`src/gcpf_pkg.sv`:
```
// ----------------------------------------------------------------------------
// gcpf_pkg
// Shared codes, record types and the GP0 command length table of the
// GPU command port framer.
// ----------------------------------------------------------------------------
package gcpf_pkg;

	localparam logic [1:0] OP_GP0     = 2'd0;
	localparam logic [1:0] OP_GP1     = 2'd1;
	localparam logic [1:0] OP_GPUREAD = 2'd2;

	localparam logic [1:0] KIND_REG    = 2'd0;
	localparam logic [1:0] KIND_CMD    = 2'd1;
	localparam logic [1:0] KIND_IMAGE  = 2'd2;
	localparam logic [1:0] KIND_REJECT = 2'd3;

	localparam logic [1:0] ERR_NONE     = 2'd0;
	localparam logic [1:0] ERR_BAD_GP0  = 2'd1;
	localparam logic [1:0] ERR_BAD_INFO = 2'd2;
	localparam logic [1:0] ERR_BAD_GP1  = 2'd3;

	localparam logic [7:0] OPC_IMAGE   = 8'hA0;
	localparam logic [7:0] OPC_TEXWIN  = 8'hE2;
	localparam logic [7:0] OPC_AREA_TL = 8'hE3;
	localparam logic [7:0] OPC_AREA_BR = 8'hE4;
	localparam logic [7:0] OPC_OFFSET  = 8'hE5;
	localparam logic [7:0] OPC_MASK    = 8'hE6;

	localparam logic [7:0] GP1_RESET     = 8'h00;
	localparam logic [7:0] GP1_CMD_CLEAR = 8'h01;
	localparam logic [7:0] GP1_IRQ_ACK   = 8'h02;
	localparam logic [7:0] GP1_DISPLAY   = 8'h03;
	localparam logic [7:0] GP1_DMA       = 8'h04;
	localparam logic [7:0] GP1_DISP_START = 8'h05;
	localparam logic [7:0] GP1_HRANGE    = 8'h06;
	localparam logic [7:0] GP1_VRANGE    = 8'h07;
	localparam logic [7:0] GP1_MODE      = 8'h08;
	localparam logic [7:0] GP1_INFO      = 8'h10;

	localparam logic [23:0] INFO_AREA_TL = 24'd3;
	localparam logic [23:0] INFO_AREA_BR = 24'd4;
	localparam logic [23:0] INFO_OFFSET  = 24'd5;
	localparam logic [23:0] INFO_VERSION = 24'd7;
	localparam logic [31:0] GPU_VERSION  = 32'd2;

	typedef struct packed {
		logic clr_frame;
		logic clr_settings;
	} gcpf_gp1_cmd_t;

	typedef struct packed {
		logic [19:0] area_tl;
		logic [19:0] area_br;
		logic [21:0] offset;
	} gcpf_info_t;

	typedef struct packed {
		logic [1:0] kind;
		logic [7:0] opcode;
		logic [3:0] index;
		logic       last;
		logic       image_last;
		logic [1:0] err;
	} gcpf_frame_t;

	typedef struct packed {
		logic [31:0] read_data;
		logic [1:0]  kind;
		logic [1:0]  err;
	} gcpf_reg_t;

	typedef struct packed {
		logic       irq;
		logic       disp_off;
		logic [1:0] dma_dir;
	} gcpf_status_t;

	function automatic logic [3:0] cmd_len(input logic [7:0] opc);
		logic [3:0] len;
		case (opc) inside
			8'h00, 8'h01, 8'hE1, 8'hE2, 8'hE3, 8'hE4, 8'hE5, 8'hE6: len = 4'd1;
			8'h68: len = 4'd2;
			8'h02, 8'h40, 8'h60, 8'h62, 8'h74, 8'h7D, 8'hA0, 8'hC0: len = 4'd3;
			8'h20, 8'h64, 8'h65, 8'h80: len = 4'd4;
			8'h28: len = 4'd5;
			8'h30: len = 4'd6;
			8'h38: len = 4'd8;
			8'h2C, 8'h2D, 8'h2F: len = 4'd9;
			default: len = 4'd0;
		endcase
		return len;
	endfunction

endpackage

```
`src/gcpf_framer.sv`:
```
// ----------------------------------------------------------------------------
// gcpf_framer
// Frames GP0 words into commands, counts image transfer words and latches
// the drawing settings carried by the E2 to E6 commands.
// ----------------------------------------------------------------------------
module gcpf_framer
	import gcpf_pkg::*;
(
	input  logic          clk,
	input  logic          arst_n,
	input  logic          fire,
	input  logic [1:0]    op,
	input  logic [31:0]   data,
	input  gcpf_gp1_cmd_t gp1,
	output gcpf_frame_t   frame,
	output gcpf_info_t    info
);

	logic [3:0]  words_q;
	logic [7:0]  cur_opc_q;
	logic        image_active_q;
	logic [30:0] image_left_q;
	logic [19:0] texwin_q;
	logic [19:0] area_tl_q;
	logic [19:0] area_br_q;
	logic [21:0] offset_q;
	logic [1:0]  mask_q;

	logic [7:0]  opc;
	logic [3:0]  len;
	logic        is_last;
	logic [31:0] px;
	logic [32:0] px_inc;
	logic [31:0] n_words;
	logic        gp0_fire;

	assign gp0_fire = fire && (op == OP_GP0);
	assign opc      = (words_q == 4'd0) ? data[31:24] : cur_opc_q;
	assign len      = cmd_len(opc);
	assign is_last  = ({1'b0, words_q} + 5'd1) >= {1'b0, len};
	assign px       = {16'd0, data[15:0]} * {16'd0, data[31:16]};
	assign px_inc   = {1'b0, px} + 33'd1;
	assign n_words  = px_inc[32:1];

	always_comb begin
		frame = '0;
		if (image_active_q) begin
			frame.kind       = KIND_IMAGE;
			frame.opcode     = OPC_IMAGE;
			frame.image_last = (image_left_q <= 31'd1);
		end else if (len == 4'd0) begin
			frame.kind   = KIND_REJECT;
			frame.err    = ERR_BAD_GP0;
			frame.opcode = opc;
		end else begin
			frame.kind   = KIND_CMD;
			frame.opcode = opc;
			frame.index  = words_q;
			frame.last   = is_last;
		end
	end

	assign info = '{area_tl: area_tl_q, area_br: area_br_q, offset: offset_q};

	always_ff @(posedge clk or negedge arst_n) begin
		if (!arst_n) begin
			words_q        <= '0;
			cur_opc_q      <= '0;
			image_active_q <= 1'b0;
			image_left_q   <= '0;
			texwin_q       <= '0;
			area_tl_q      <= '0;
			area_br_q      <= '0;
			offset_q       <= '0;
			mask_q         <= '0;
		end else if (fire) begin
			if (gp1.clr_frame) begin
				words_q   <= '0;
				cur_opc_q <= '0;
			end
			if (gp1.clr_settings) begin
				texwin_q  <= '0;
				area_tl_q <= '0;
				area_br_q <= '0;
				offset_q  <= '0;
				mask_q    <= '0;
			end
			if (gp0_fire) begin
				if (image_active_q) begin
					if (image_left_q <= 31'd1) begin
						image_active_q <= 1'b0;
						image_left_q   <= '0;
					end else begin
						image_left_q <= image_left_q - 31'd1;
					end
				end else if (len != 4'd0) begin
					if (is_last) begin
						words_q   <= '0;
						cur_opc_q <= '0;
						case (opc)
							OPC_TEXWIN:  texwin_q  <= data[19:0];
							OPC_AREA_TL: area_tl_q <= data[19:0];
							OPC_AREA_BR: area_br_q <= data[19:0];
							OPC_OFFSET:  offset_q  <= data[21:0];
							OPC_MASK:    mask_q    <= data[1:0];
							OPC_IMAGE: begin
								if (n_words != 32'd0) begin
									image_active_q <= 1'b1;
									image_left_q   <= n_words[30:0];
								end
							end
							default: ;
						endcase
					end else begin
						words_q   <= words_q + 4'd1;
						cur_opc_q <= opc;
					end
				end
			end
		end
	end

	// The texture window and mask bits are kept as state; nothing reads them out.
	logic unused_settings;
	assign unused_settings = ^{texwin_q, mask_q};

	a_image_no_framing: assert property (@(posedge clk) disable iff (!arst_n)
		image_active_q |-> (words_q == 4'd0))
		else $error("Command framing open during an image transfer.");

	a_framing_in_range: assert property (@(posedge clk) disable iff (!arst_n)
		(words_q != 4'd0) |-> (words_q < cmd_len(cur_opc_q)))
		else $error("Word count exceeds the length of the open command.");

	a_image_count: assert property (@(posedge clk) disable iff (!arst_n)
		image_active_q |-> (image_left_q != 31'd0))
		else $error("Image transfer active with no words left.");

endmodule

```
`src/gcpf_ctrl.sv`:
```
// ----------------------------------------------------------------------------
// gcpf_ctrl
// Decodes GP1 words, holds the status, display and DMA settings and serves
// GPUREAD from the pending info word.
// ----------------------------------------------------------------------------
module gcpf_ctrl
	import gcpf_pkg::*;
(
	input  logic          clk,
	input  logic          arst_n,
	input  logic          fire,
	input  logic [1:0]    op,
	input  logic [31:0]   data,
	input  gcpf_info_t    info,
	output gcpf_gp1_cmd_t gp1,
	output gcpf_reg_t     reg_res,
	output gcpf_status_t  status
);

	logic         irq_q;
	logic         disp_off_q;
	logic [1:0]   dma_dir_q;
	logic [18:0]  disp_start_q;
	logic [43:0]  ranges_q;
	logic         read_pending_q;
	logic [31:0]  read_word_q;

	logic [7:0]   g;
	logic [23:0]  q;
	logic         info_hit;
	logic [31:0]  info_word;

	assign g = data[31:24];
	assign q = data[23:0];

	always_comb begin
		info_hit  = 1'b1;
		info_word = '0;
		unique case (q)
			INFO_AREA_TL: info_word = {12'd0, info.area_tl};
			INFO_AREA_BR: info_word = {12'd0, info.area_br};
			INFO_OFFSET:  info_word = {10'd0, info.offset};
			INFO_VERSION: info_word = GPU_VERSION;
			default:      info_hit  = 1'b0;
		endcase
	end

	always_comb begin
		gp1     = '0;
		reg_res = '{read_data: 32'd0, kind: KIND_REG, err: ERR_NONE};
		status  = '{irq: irq_q, disp_off: disp_off_q, dma_dir: dma_dir_q};
		unique case (op)
			OP_GP0: ;
			OP_GP1: begin
				unique case (g)
					GP1_RESET: begin
						gp1.clr_frame    = 1'b1;
						gp1.clr_settings = 1'b1;
						status           = '0;
					end
					GP1_CMD_CLEAR: gp1.clr_frame = 1'b1;
					GP1_IRQ_ACK:   status.irq = 1'b0;
					GP1_DISPLAY:   status.disp_off = data[0];
					GP1_DMA:       status.dma_dir = data[1:0];
					GP1_DISP_START, GP1_HRANGE, GP1_VRANGE, GP1_MODE: ;
					GP1_INFO: begin
						if (!info_hit) begin
							reg_res.kind = KIND_REJECT;
							reg_res.err  = ERR_BAD_INFO;
						end
					end
					default: begin
						reg_res.kind = KIND_REJECT;
						reg_res.err  = ERR_BAD_GP1;
					end
				endcase
			end
			OP_GPUREAD: reg_res.read_data = read_pending_q ? read_word_q : '1;
			default:    reg_res.kind = KIND_REJECT;
		endcase
	end

	always_ff @(posedge clk or negedge arst_n) begin
		if (!arst_n) begin
			irq_q          <= 1'b0;
			disp_off_q     <= 1'b0;
			dma_dir_q      <= '0;
			disp_start_q   <= '0;
			ranges_q       <= '0;
			read_pending_q <= 1'b0;
			read_word_q    <= '0;
		end else if (fire) begin
			irq_q      <= status.irq;
			disp_off_q <= status.disp_off;
			dma_dir_q  <= status.dma_dir;
			if (op == OP_GP1) begin
				case (g)
					GP1_RESET: begin
						disp_start_q <= '0;
						ranges_q     <= '0;
					end
					GP1_DISP_START: disp_start_q <= data[18:0];
					GP1_HRANGE:     ranges_q[23:0] <= data[23:0];
					GP1_VRANGE:     ranges_q[43:24] <= data[19:0];
					GP1_INFO: begin
						if (info_hit) begin
							read_word_q    <= info_word;
							read_pending_q <= 1'b1;
						end
					end
					default: ;
				endcase
			end else if (op == OP_GPUREAD) begin
				read_pending_q <= 1'b0;
			end
		end
	end

	// Display start and ranges are kept as state; nothing reads them out.
	logic unused_display;
	assign unused_display = ^{disp_start_q, ranges_q};

	a_read_once: assert property (@(posedge clk) disable iff (!arst_n)
		(fire && (op == OP_GPUREAD)) |=> !read_pending_q)
		else $error("Pending info word survived a GPUREAD.");

endmodule

```
`src/gpu_command_port_framer_top.sv`:
```
// ----------------------------------------------------------------------------
// gpu_command_port_framer_top
// GP0/GP1/GPUREAD command port: input register, framing and register decode,
// result register.
// Timing: a word accepted into the input register loads its result into the
// result register once that register is empty or out_stall is low.
// Throughput: one word per cycle while out_stall is low; the input register and
// the result register let a new word enter while a finished result waits to be taken.
// Reset: arst_n clears framing, image count, settings, status and pending read.
// ----------------------------------------------------------------------------
module gpu_command_port_framer_top
	import gcpf_pkg::*;
(
	input  logic        clk,
	input  logic        arst_n,
	input  logic        in_valid,
	output logic        in_stall,
	input  logic [1:0]  op,
	input  logic [31:0] data,
	output logic        out_valid,
	input  logic        out_stall,
	output logic [31:0] read_data,
	output logic [1:0]  word_kind,
	output logic [7:0]  cmd_opcode,
	output logic [3:0]  word_index,
	output logic        cmd_last,
	output logic        image_last,
	output logic [1:0]  error_code,
	output logic        irq_pending,
	output logic        display_disabled,
	output logic [1:0]  dma_direction
);

	logic          valid_s1;
	logic [1:0]    op_s1;
	logic [31:0]   data_s1;
	logic          valid_s2;
	logic          advance;
	logic          fire;
	logic          in_acc;

	gcpf_gp1_cmd_t gp1;
	gcpf_info_t    info;
	gcpf_frame_t   frame;
	gcpf_reg_t     reg_res;
	gcpf_status_t  status;
	gcpf_frame_t   res_frame;
	logic [31:0]   res_read;

	gcpf_frame_t   frame_s2;
	logic [31:0]   read_s2;
	gcpf_status_t  status_s2;

	assign advance  = !valid_s2 || !out_stall;
	assign fire     = valid_s1 && advance;
	assign in_stall = valid_s1 && !advance;
	assign in_acc   = in_valid && !in_stall;

	gcpf_framer u_framer (
		.clk    (clk),
		.arst_n (arst_n),
		.fire   (fire),
		.op     (op_s1),
		.data   (data_s1),
		.gp1    (gp1),
		.frame  (frame),
		.info   (info)
	);

	gcpf_ctrl u_ctrl (
		.clk     (clk),
		.arst_n  (arst_n),
		.fire    (fire),
		.op      (op_s1),
		.data    (data_s1),
		.info    (info),
		.gp1     (gp1),
		.reg_res (reg_res),
		.status  (status)
	);

	always_comb begin
		res_frame = '0;
		res_read  = reg_res.read_data;
		if (op_s1 == OP_GP0) begin
			res_frame = frame;
			res_read  = '0;
		end else begin
			res_frame.kind = reg_res.kind;
			res_frame.err  = reg_res.err;
		end
	end

	always_ff @(posedge clk or negedge arst_n) begin
		if (!arst_n) begin
			valid_s1 <= 1'b0;
			valid_s2 <= 1'b0;
		end else begin
			if (in_acc) begin
				valid_s1 <= 1'b1;
			end else if (fire) begin
				valid_s1 <= 1'b0;
			end
			if (fire) begin
				valid_s2 <= 1'b1;
			end else if (!out_stall) begin
				valid_s2 <= 1'b0;
			end
		end
	end

	always_ff @(posedge clk) begin
		if (in_acc) begin
			op_s1   <= op;
			data_s1 <= data;
		end
		if (fire) begin
			frame_s2  <= res_frame;
			read_s2   <= res_read;
			status_s2 <= status;
		end
	end

	assign out_valid        = valid_s2;
	assign read_data        = read_s2;
	assign word_kind        = frame_s2.kind;
	assign cmd_opcode       = frame_s2.opcode;
	assign word_index       = frame_s2.index;
	assign cmd_last         = frame_s2.last;
	assign image_last       = frame_s2.image_last;
	assign error_code       = frame_s2.err;
	assign irq_pending      = status_s2.irq;
	assign display_disabled = status_s2.disp_off;
	assign dma_direction    = status_s2.dma_dir;

	a_stall_needs_word: assert property (@(posedge clk) disable iff (!arst_n)
		in_stall |-> (valid_s1 && valid_s2 && out_stall))
		else $error("Input stalled without a held word.");

	a_image_opcode: assert property (@(posedge clk) disable iff (!arst_n)
		(out_valid && (word_kind == KIND_IMAGE)) |-> (cmd_opcode == OPC_IMAGE))
		else $error("Image data word carries a foreign opcode.");

	a_last_is_command: assert property (@(posedge clk) disable iff (!arst_n)
		(out_valid && cmd_last) |-> ((word_kind == KIND_CMD) && !image_last))
		else $error("Command end flagged on a word that is not a command word.");

endmodule
```
`config.mk`:
```
export PLATFORM = sky130hd
export DESIGN_NAME = gpu_command_port_framer_top
export DESIGN_NICKNAME = d
export VERILOG_FILES = /design/src/gcpf_pkg.sv /design/src/gcpf_framer.sv /design/src/gcpf_ctrl.sv /design/src/gpu_command_port_framer_top.sv
export SDC_FILE = /design/constraint.sdc
export NUM_CORES = 1
export LEC_CHECK = 0
export ABC_AREA = 1
export BUFFER_PORTS_ARGS = -buffer_cell sky130_fd_sc_hd__buf_2
export CAP_MARGIN = 30
export CORE_MARGIN = 1
export CORE_UTILIZATION = 47
export CTS_BUF_LIST = sky130_fd_sc_hd__clkbuf_16
export DETAILED_ROUTE_END_ITERATION = 7
export PLACE_DENSITY = 0.63
export SYNTH_ARGS = -nofsm -noshare
export SYNTH_HDL_FRONTEND = slang
export SYNTH_SLANG_ARGS = --single-unit
```
`constraint.sdc`:
```
create_clock -name clk -period 18.75 [get_ports clk]
set_clock_uncertainty 0.1 [all_clocks]
set_input_delay 1.875 -clock clk [delete_from_list [all_inputs] [get_ports clk]]
set_output_delay 1.875 -clock clk [all_outputs]
set_load 0.005 [all_outputs]
```
### Word level (Yosys, flattened, before mapping)

Cells that the tools add are included.

| word-level totals | value |
|---|---|
| register bits | 233 |
| output and inout bits | 56 |
| word-level logic and storage cells | 195 |

| operators by class | value |
|---|---|
| add/subtract/negate cells | 4 |
| $mul | 1 |
| magnitude comparators | 2 |
| equality and inequality tests | 44 |
| mux-type cells | 77 |
| bitwise logic cells | 2 |
| reductions and logical operators | 38 |

Operators with widths:

| cell | number |
|---|---|
| $mux 20 | 12 |
| $mux 31 | 6 |
| $mux 22 | 6 |
| $pmux 22 s4 | 1 |
| $eq 24x3->1 const B | 3 |
| $eq 8x8->1 const B | 9 |
| $eq 8x7->1 const B | 8 |
| $mux 4 | 15 |
| $eq 8x6->1 const B | 7 |
| $mux 8 | 6 |
| $add 32x1->33 const B | 1 |
| $eq 8x3->1 const B | 4 |
| $mul 16x16->32 | 1 |
| $mux 32 | 1 |
| $reduce_bool 32->1 | 1 |
| $le 31x1->1 const B | 1 |
| $sub 31x1->31 const B | 1 |
| $eq 24x2->1 const B | 1 |
| $eq 8x2->1 const B | 3 |
| $mux 10 | 2 |
| $mux 1 | 19 |
| $eq 8x1->1 const B | 2 |
| $logic_not 8->1 | 2 |
| $reduce_or 8->1 | 2 |
| 28 further kinds | 54 |

### Depth between registers and ports, before layout

Gate-level depths: netlist (run 1).

| depth | value |
|---|---|
| depth in word-level cells | 17 |
| depth in mapped cells | 35 |
| depth with buffers taken out | 32 |

### By module

From an unflattened synthesis (run 1), not the netlist that was laid out.

| second synthesis, totals | value |
|---|---|
| cells, all modules | 3515 |
| area, all modules | 24111.9 um2 |

Modules (own cells, without submodules):

| module | times used | cells an instance | area each (um2) |
|---|---|---|---|
| gcpf_framer | 1 | 2926 | 18612.9 |
| gpu_command_port_framer_top | 1 | 210 | 3194.3 |
| gcpf_ctrl | 1 | 379 | 2304.7 |

### Worst setup path after synthesis (run 1)

Ideal clock, no wire load.

| path | value |
|---|---|
| path kind | register to register |
| start point | register data_s1[24] |
| end point | register u_framer.image_left_q[11] |
| arrival time | 5.842 ns |
| slack | 12.692 ns |
| stages on the path, launching flop included | 34 |
| clock period less this slack | 6.058 ns |
| cells stage by stage | edfxtp_1 -> clkbuf_1 -> buf_1 -> nand2_1 -> fa_1 -> inv_1 -> fa_1 -> inv_1 -> fa_1 -> inv_1 -> fa_1 -> fa_1 -> inv_1 -> fa_1 -> inv_1 -> ha_1 -> nand2_1 -> inv_1 -> nand2_1 -> nor3_1 -> nand2_1 -> nand2_1 -> nand2_1 -> nand3_1 -> nand2_1 -> nor2_1 -> nand2_1 -> nor2_1 -> nand3_1 -> nand2_2 -> nand2_4 -> buf_4 -> nand3_1 -> nand2_1 |

| on the way | value |
|---|---|
| word-level cells in the longest chain between the ends | 14 |

RTL lines:

| what | line | text |
|---|---|---|
| from (decl) | gpu_command_port_framer_top.sv:36 | `logic [31:0] data_s1;` |
| from (signal assigned) | gpu_command_port_framer_top.sv:115 | `data_s1 <= data;` |
| branches (longest 14 deep; another with $add 32x1->33) | n/a |  |
| to (signal assigned) | gcpf_framer.sv:94 | `image_left_q <= image_left_q - 31'd1;` |
| to (signal assigned) | gcpf_framer.sv:109 | `image_left_q <= n_words[30:0];` |
| to (decl) | gcpf_framer.sv:22 | `logic [30:0] image_left_q;` |

Parallel ways; which one is timed is not known. The select of a mux whose other input is x is not followed.
A chain may end at the register's enable or synchronous reset.

### Final worst setup path (run 1)

| path | value |
|---|---|
| start point | register data_s1[25] |
| end point | register u_framer.image_left_q[4] |

| on the way | value |
|---|---|
| word-level cells in the longest chain between the ends | 14 |

RTL lines:

| what |
|---|
| branches (longest 13 deep; another with $add 32x1->33) |
| $reduce_and 6->1 (no line) * |

Mark *: on every way between the ends.

==> results of run 1 <==
## how the worst max path moves through the flow
stage,startpoint,end,slack (ps),depth (start not counted)
after floorplan,data_s1[24]$_DFFE_PP_,u_framer.image_left_q[11]$_DFFE_PN0P_,12690,33
after global placement,data_s1[25]$_DFFE_PP_,u_framer.image_left_q[4]$_DFFE_PN0P_,11340,29
after detailed placement,data_s1[23]$_DFFE_PP_,u_framer.image_left_q[22]$_DFFE_PN0P_,11380,31
after CTS,data_s1[25]$_DFFE_PP_,u_framer.image_left_q[22]$_DFFE_PN0P_,11360,31
after global routing,data_s1[25]$_DFFE_PP_,u_framer.image_left_q[16]$_DFFE_PN0P_,10890,31
final,data_s1[25]$_DFFE_PP_,u_framer.image_left_q[4]$_DFFE_PN0P_,11350,31
## state kept, by name, indices dropped and copies added (netlist names), 2 cells and up
register               flops
word_kind                  2
u_ctrl.dma_dir_q           2
error_code                 2
u_framer.area_br_q        20
u_framer.cur_opc_q         8
read_data                 23
dma_direction              2
u_framer.area_tl_q        20
cmd_opcode                 8
op_s1                      2
u_framer.offset_q         22
u_framer.words_q           4
u_ctrl.read_word_q        22
data_s1                   32
u_framer.image_left_q     31
word_index                 4
## cell families after synthesis
kind of cell / Yosys count / share of synthesized area
DFF: 214 / 0.254
xor gates and xnor gates: 44 / 0.0171
adders and majority gates: 313 / 0.238
AOI/OAI and AO/OA: 475 / 0.110
buffers and inverters: 841 / 0.144
and+or+nand+nor: 1292 / 0.236
## stage by stage
stage | instances | utilization | hold WS [ps]
global route | 3786 | 0.516 | 411
floorplan | 3179 | - | 334
CTS | 3786 | 0.516 | 386
global placement | 3735 | 0.496 | 363
finish | 3787 | 0.516 | 383
detailed placement | 3736 | 0.496 | 371
## placed cells by master (no fill, tap or decap), types with 13 or more instances in the layout
cell type,count
sky130_fd_sc_hd__nand3_1,122
sky130_fd_sc_hd__o22ai_1,29
sky130_fd_sc_hd__fa_1,195
sky130_fd_sc_hd__nor3_1,24
sky130_fd_sc_hd__o21ai_0,305
sky130_fd_sc_hd__buf_2,92
sky130_fd_sc_hd__nand4_1,40
sky130_fd_sc_hd__nand2_1,842
sky130_fd_sc_hd__ha_1,118
sky130_fd_sc_hd__nor2_1,211
sky130_fd_sc_hd__inv_1,669
sky130_fd_sc_hd__o21ai_1,13
sky130_fd_sc_hd__clkbuf_16,27
sky130_fd_sc_hd__a21oi_1,102
sky130_fd_sc_hd__dfrtp_1,135
sky130_fd_sc_hd__xnor2_1,20
sky130_fd_sc_hd__xor2_1,24
sky130_fd_sc_hd__edfxtp_1,79
sky130_fd_sc_hd__buf_4,24
sky130_fd_sc_hd__nand2_2,14
## Yosys cell counts (4+ instances only)
master                     number  area share
sky130_fd_sc_hd__o22ai_1       29      0.0080
sky130_fd_sc_hd__xnor2_1       20      0.0078
sky130_fd_sc_hd__a21oi_1      102       0.023
sky130_fd_sc_hd__nor3_1        24      0.0053
sky130_fd_sc_hd__buf_6          4      0.0020
sky130_fd_sc_hd__nor2_1       213       0.035
sky130_fd_sc_hd__dfrtp_1      135        0.15
sky130_fd_sc_hd__xor2_1        24      0.0093
sky130_fd_sc_hd__clkbuf_1     121       0.020
sky130_fd_sc_hd__o21ai_1       13      0.0029
sky130_fd_sc_hd__nand3b_1       4      0.0013
sky130_fd_sc_hd__nand3_1      122       0.027
sky130_fd_sc_hd__nand2_4        6      0.0030
sky130_fd_sc_hd__inv_1        668        0.11
sky130_fd_sc_hd__fa_1         195        0.17
sky130_fd_sc_hd__nand2_2       13      0.0036
sky130_fd_sc_hd__nor2_2         6      0.0017
sky130_fd_sc_hd__buf_4         16      0.0053
sky130_fd_sc_hd__buf_1         13      0.0022
sky130_fd_sc_hd__ha_1         118       0.065
sky130_fd_sc_hd__edfxtp_1      79        0.10
sky130_fd_sc_hd__nor4_1        11      0.0030
sky130_fd_sc_hd__nand4_1       40       0.011
sky130_fd_sc_hd__buf_2         14      0.0031
sky130_fd_sc_hd__a31oi_1        4      0.0011
sky130_fd_sc_hd__o221ai_1       8      0.0031
sky130_fd_sc_hd__nand2_1      843        0.14
sky130_fd_sc_hd__o21ai_0      305       0.068
## worst min-delay path, stage by stage, from the launching register on
cell	delay (ps)
sky130_fd_sc_hd__dfrtp_1	340
sky130_fd_sc_hd__nand2_1	50
sky130_fd_sc_hd__o21ai_0	60
## area by class of cell
| class | count | share of cell area |
|---|---|---|
| clock inverter | 23 | 0.00982 |
| inverter | 673 | 0.104 |
| sequential | 214 | 0.237 |
| clock buffer | 27 | 0.0279 |
| timing repair buffer | 118 | 0.0274 |
| tap | 607 | 0.0314 |
| antenna | 1 | 0.000103 |
| multi-input combinational | 2124 | 0.562 |
## metal layers
metal  wire length (um)  global-route usage  up-vias
met5                  0                   0        -
met4               1780              0.0817        0
met3               3970              0.0347      119
met2              30800               0.459      661
met1              28100               0.363     9832
li1                   -                   -     9723
==> results.cfg, run 1 <==
[timing]
maxSlewViolCount = 0
timing.final.crit_share = 0.394
setup_total_negative_slack_ps = 0
rsz0062_at_grt = no
timing.final.ws_setup_ps = 11350
achievable-frequency_mhz = 135
period_minus_slack_ps = 7400
max_slew_margin = 0.334
timing_hold_violations_final = 0
finalSetupViolCount = 0
max_slew.worst_pin.slew_ps = 1000

[placement]
io_buffers = 93
place_hpwl_um = 46800
pre_cts_ws_ps = 11380
placement.cell_area_um2 = 23300
routabilityCongestion = 0.924

[routing]
initialDrtViolationCount = 1606
ant_nets = 0
post-route-drc-count = 0
drt_pass1_iterations = 5
route.final.wire_length_um = 64700
routed_vias_inst = 5.37
vias = 20300
routed_wire_length_per_instance_um = 17.1

[cts]
cts_hold_buf = 0
clockRootBuffer = sky130_fd_sc_hd__clkbuf_16
clock_sinks = 214
postCtsResizedCells = 0
ctsLongestPathBuffers = 3
cts.clk_slew.worst_paths_ps = 70
cts.htree.levels = 1
insertion_delay_ps = 590
post_cts.repair.setup_buffers = 0
cts-buffers-inserted = 27
tritoncts = yes

[logic_synthesis]
post_synth_num_cell_types = 45
synthesis.area_per_instance_um2 = 7.11
synth_sequential_area_ratio = 0.254
synth_ff_type = sky130_fd_sc_hd__dfrtp_1
yosys_warnings = 0
async_reset_ff_frac = 0.631
number_of_standard_cells_after_synthesis = 3179
postSynthRegisterBits = 214
synth_fp_nets = 3530
syn_area_um2 = 22600
synth_edf_count = 79

[critical_path]
worst-path-max-fanout = 33
cp-start-kind = register
cp_slowest_stage_delay_ps = 1000
rr_endpoint = u_framer.image_left_q[4]$_DFFE_PN0P_
ff2ff_setup_slack_ps = 11350
critPathTopFamily = adder cells
critical_path.slowest_cell = sky130_fd_sc_hd__edfxtp_1
class_of_the_most_critical_setup_path = reg -> reg
crit_buf_inv = 6
reg2reg_from = data_s1[25]$_DFFE_PP_
crit_top_cell = sky130_fd_sc_hd__nand2_1
critPathRequiredTime_ps = 19170
critPathCaptureType = register
reg2reg_depth = 31
worst_ep_arrival_time_ps = 7820

[hold_path]
min_delay_path_depth = 2
worst_hold_path_type = reg -> reg
hold_path_startpoint = u_framer.offset_q[0]$_DFFE_PN0P_
hold_path_end = u_framer.offset_q[0]$_DFFE_PN0P_

[floorplan]
die_h_um = 221
placementRows = 79
core_area_um2 = 47000
dieArea_um2 = 49000
floorplan.io_pins = 94
start_util = 0.481
die_width_um = 221

[status]
outcome = completed

[cells_and_area]
layout.nets = 3509
final-seq-area_um2 = 5750
layout_filler_cell_count = 4652
total_area_of_multi_input_combinational_cells_um2 = 13600
area_growth_syn_to_layout_pct = 7.19
final_layout_size_suffix_gt1_frac = 0.0629
final_area_um2 = 24200

[global_route]
grt_pass1_vias = 20600
grt_remaining_overflow = 0
largest_net_degree_at_the_start_of_global_routing = 83
antenna_found_initial = 0
grt_first_pass_wirelength_um = 108000
track_usage = 0.272

[run]
max-cap-violations = 0
Power of run 1 is not shown: default switching activity piles up to over one toggle a cycle in this logic, so the estimate is an artifact.
==> run 2: changes to the inputs <==
- PLACE_DENSITY: 0.63 -> 0.66
- clock period: 18.75 -> 6.2 ns (I/O delays scaled with it)
==> results.cfg, run 2 (synthesis results as in run 1) <==
[critical_path]
critPathCaptureType = register
reg2reg_depth = 28
class_of_the_most_critical_setup_path = reg -> reg
rr_endpoint = u_framer.image_left_q[11]$_DFFE_PN0P_
cp-start-kind = register
worst_ep_arrival_time_ps = 6680
reg2reg_from = data_s1[9]$_DFFE_PP_
critPathRequiredTime_ps = 6610
cp_slowest_stage_delay_ps = 600
ff2ff_setup_slack_ps = -60
worst-path-max-fanout = 9
critical_path.slowest_cell = sky130_fd_sc_hd__fa_2

[routing]
ant_nets = 0
routed_wire_length_per_instance_um = 16.2
post-route-drc-count = 0
initialDrtViolationCount = 1672
drt_pass1_iterations = 6
routed_vias_inst = 5.33
vias = 21000
route.final.wire_length_um = 64000

[cts]
clockRootBuffer = sky130_fd_sc_hd__clkbuf_16
ctsLongestPathBuffers = 3
clock_sinks = 214
cts.htree.levels = 1
cts.clk_slew.worst_paths_ps = 60
cts-buffers-inserted = 27
insertion_delay_ps = 580
tritoncts = yes

[cells_and_area]
final_cell_mix = sky130_fd_sc_hd__nand2_1, sky130_fd_sc_hd__inv_1, sky130_fd_sc_hd__o21ai_0
largest-register = data_s1
stdcell_count = 3947
mostFrequentLayoutCell = sky130_fd_sc_hd__nand2_1
largest_register_ff_count = 32
layout_filler_cell_count = 4393
area_growth_syn_to_layout_pct = 16.2
antennaDiodeCount = 0
finalCoreUtilization = 0.559
final_layout_size_suffix_gt1_frac = 0.149
layout.nets = 3670

[floorplan]
floorplan.io_pins = 94
placementRows = 79
start_util = 0.481
die_width_um = 221
die_h_um = 221
dieArea_um2 = 49000
core_area_um2 = 47000

[global_route]
largest_net_degree_at_the_start_of_global_routing = 98
grt-busiest-layer = met2
track_usage = 0.261
grt_pass1_vias = 20700
grt_remaining_overflow = 0
antenna_found_initial = 1
met1_usage = 0.346
grt_first_pass_wirelength_um = 105000
grtUsageMet3 = 0.0272
grt_use_met2 = 0.449

[placement]
pre_cts_ws_ps = -336
place_hpwl_um = 47000
io_buffers = 93
placed_cell_count = 3870
routabilityCongestion = 0.921

[hold_path]
hold_path_startpoint = op[0]
hold_path_end = op_s1[0]$_DFFE_PP_
min_delay_path_depth = 1
worst_hold_path_type = in -> reg

[timing]
finalSetupViolCount = 31
period_minus_slack_ps = 6260
achievable-frequency_mhz = 160
setup_total_negative_slack_ps = -934
max_slew_margin = 0.431
max_slew.worst_pin.slew_ps = 852
rsz0062_at_grt = yes
timing.final.crit_share = 1.01
timing_hold_violations_final = 0
timing.final.ws_setup_ps = -64.7
maxSlewViolCount = 0

[status]
failing_checks = negative setup slack
outcome = finished, violations left

[run]
max-cap-violations = 0
## run 2: layout make-up
| cell class | instances | area [um^2] | share of cell area |
|---|---|---|---|
| Tap cell | 607 | 759 | 0.0289 |
| Inverter | 673 | 2530 | 0.0964 |
| Timing Repair Buffer | 279 | 2100 | 0.0800 |
| Clock inverter | 23 | 233 | 0.00886 |
| Clock buffer | 27 | 676 | 0.0257 |
| Multi-Input combinational cell | 2124 | 14200 | 0.541 |
| Sequential cell | 214 | 5750 | 0.219 |
## run 2: worst max-delay path: cells and delay by family, from the launching register on
family / cells / cell delay [ps]
adder cells (fa/ha/maj): 7 / 3270
AND/OR/NAND/NOR: 15 / 1600
buffers and inverters: 5 / 530
flip-flops: 1 / 500
XOR/XNOR: 1 / 230
## run 2: repair_timing
item | CTS | global route
setup buffers | 4 | 15
setup endpoints to repair | 32 | 32
hold buffers | 0 | 1
hold endpoints to repair | 0 | 18
pin swaps | 4 | 42
resized for setup | 31 | 153
cloned | 0 | 6
## run 2: worst max-delay path by stage
stage                                from                                    end  slack (ps)  depth (start not counted)
floorplan           data_s1[24]$_DFFE_PP_  u_framer.image_left_q[11]$_DFFE_PN0P_         140                         33
global placement    data_s1[12]$_DFFE_PP_   u_framer.image_left_q[3]$_DFFE_PN0P_        -310                         31
detailed placement   data_s1[7]$_DFFE_PP_   u_framer.image_left_q[0]$_DFFE_PN0P_        -340                         33
CTS                 data_s1[18]$_DFFE_PP_   u_framer.image_left_q[0]$_DFFE_PN0P_         0.3                         32
global route        data_s1[10]$_DFFE_PP_  u_framer.image_left_q[12]$_DFFE_PN0P_        -300                         35
finish               data_s1[9]$_DFFE_PP_  u_framer.image_left_q[11]$_DFFE_PN0P_         -60                         28
## run 2: per-stage QoR
| stage | hold slack, ps | cell area [um^2] |
|---|---|---|
| 2_1_floorplan | 224 | 22600 |
| 3_3_place_gp | 362 | 24400 |
| 3_5_place_dp | 373 | 24400 |
| 4_1_cts | 92.3 | 25400 |
| 5_1_grt | 108 | 26300 |
| 6_report | 121 | 26300 |
## run 2: routing by layer
metal	vias up	wire length [um]
met5	-	0
met4	0	1600
met3	109	4360
met2	776	31000
met1	10100	27100
li1	10100	-
Power of run 2 is left out for the same reason.
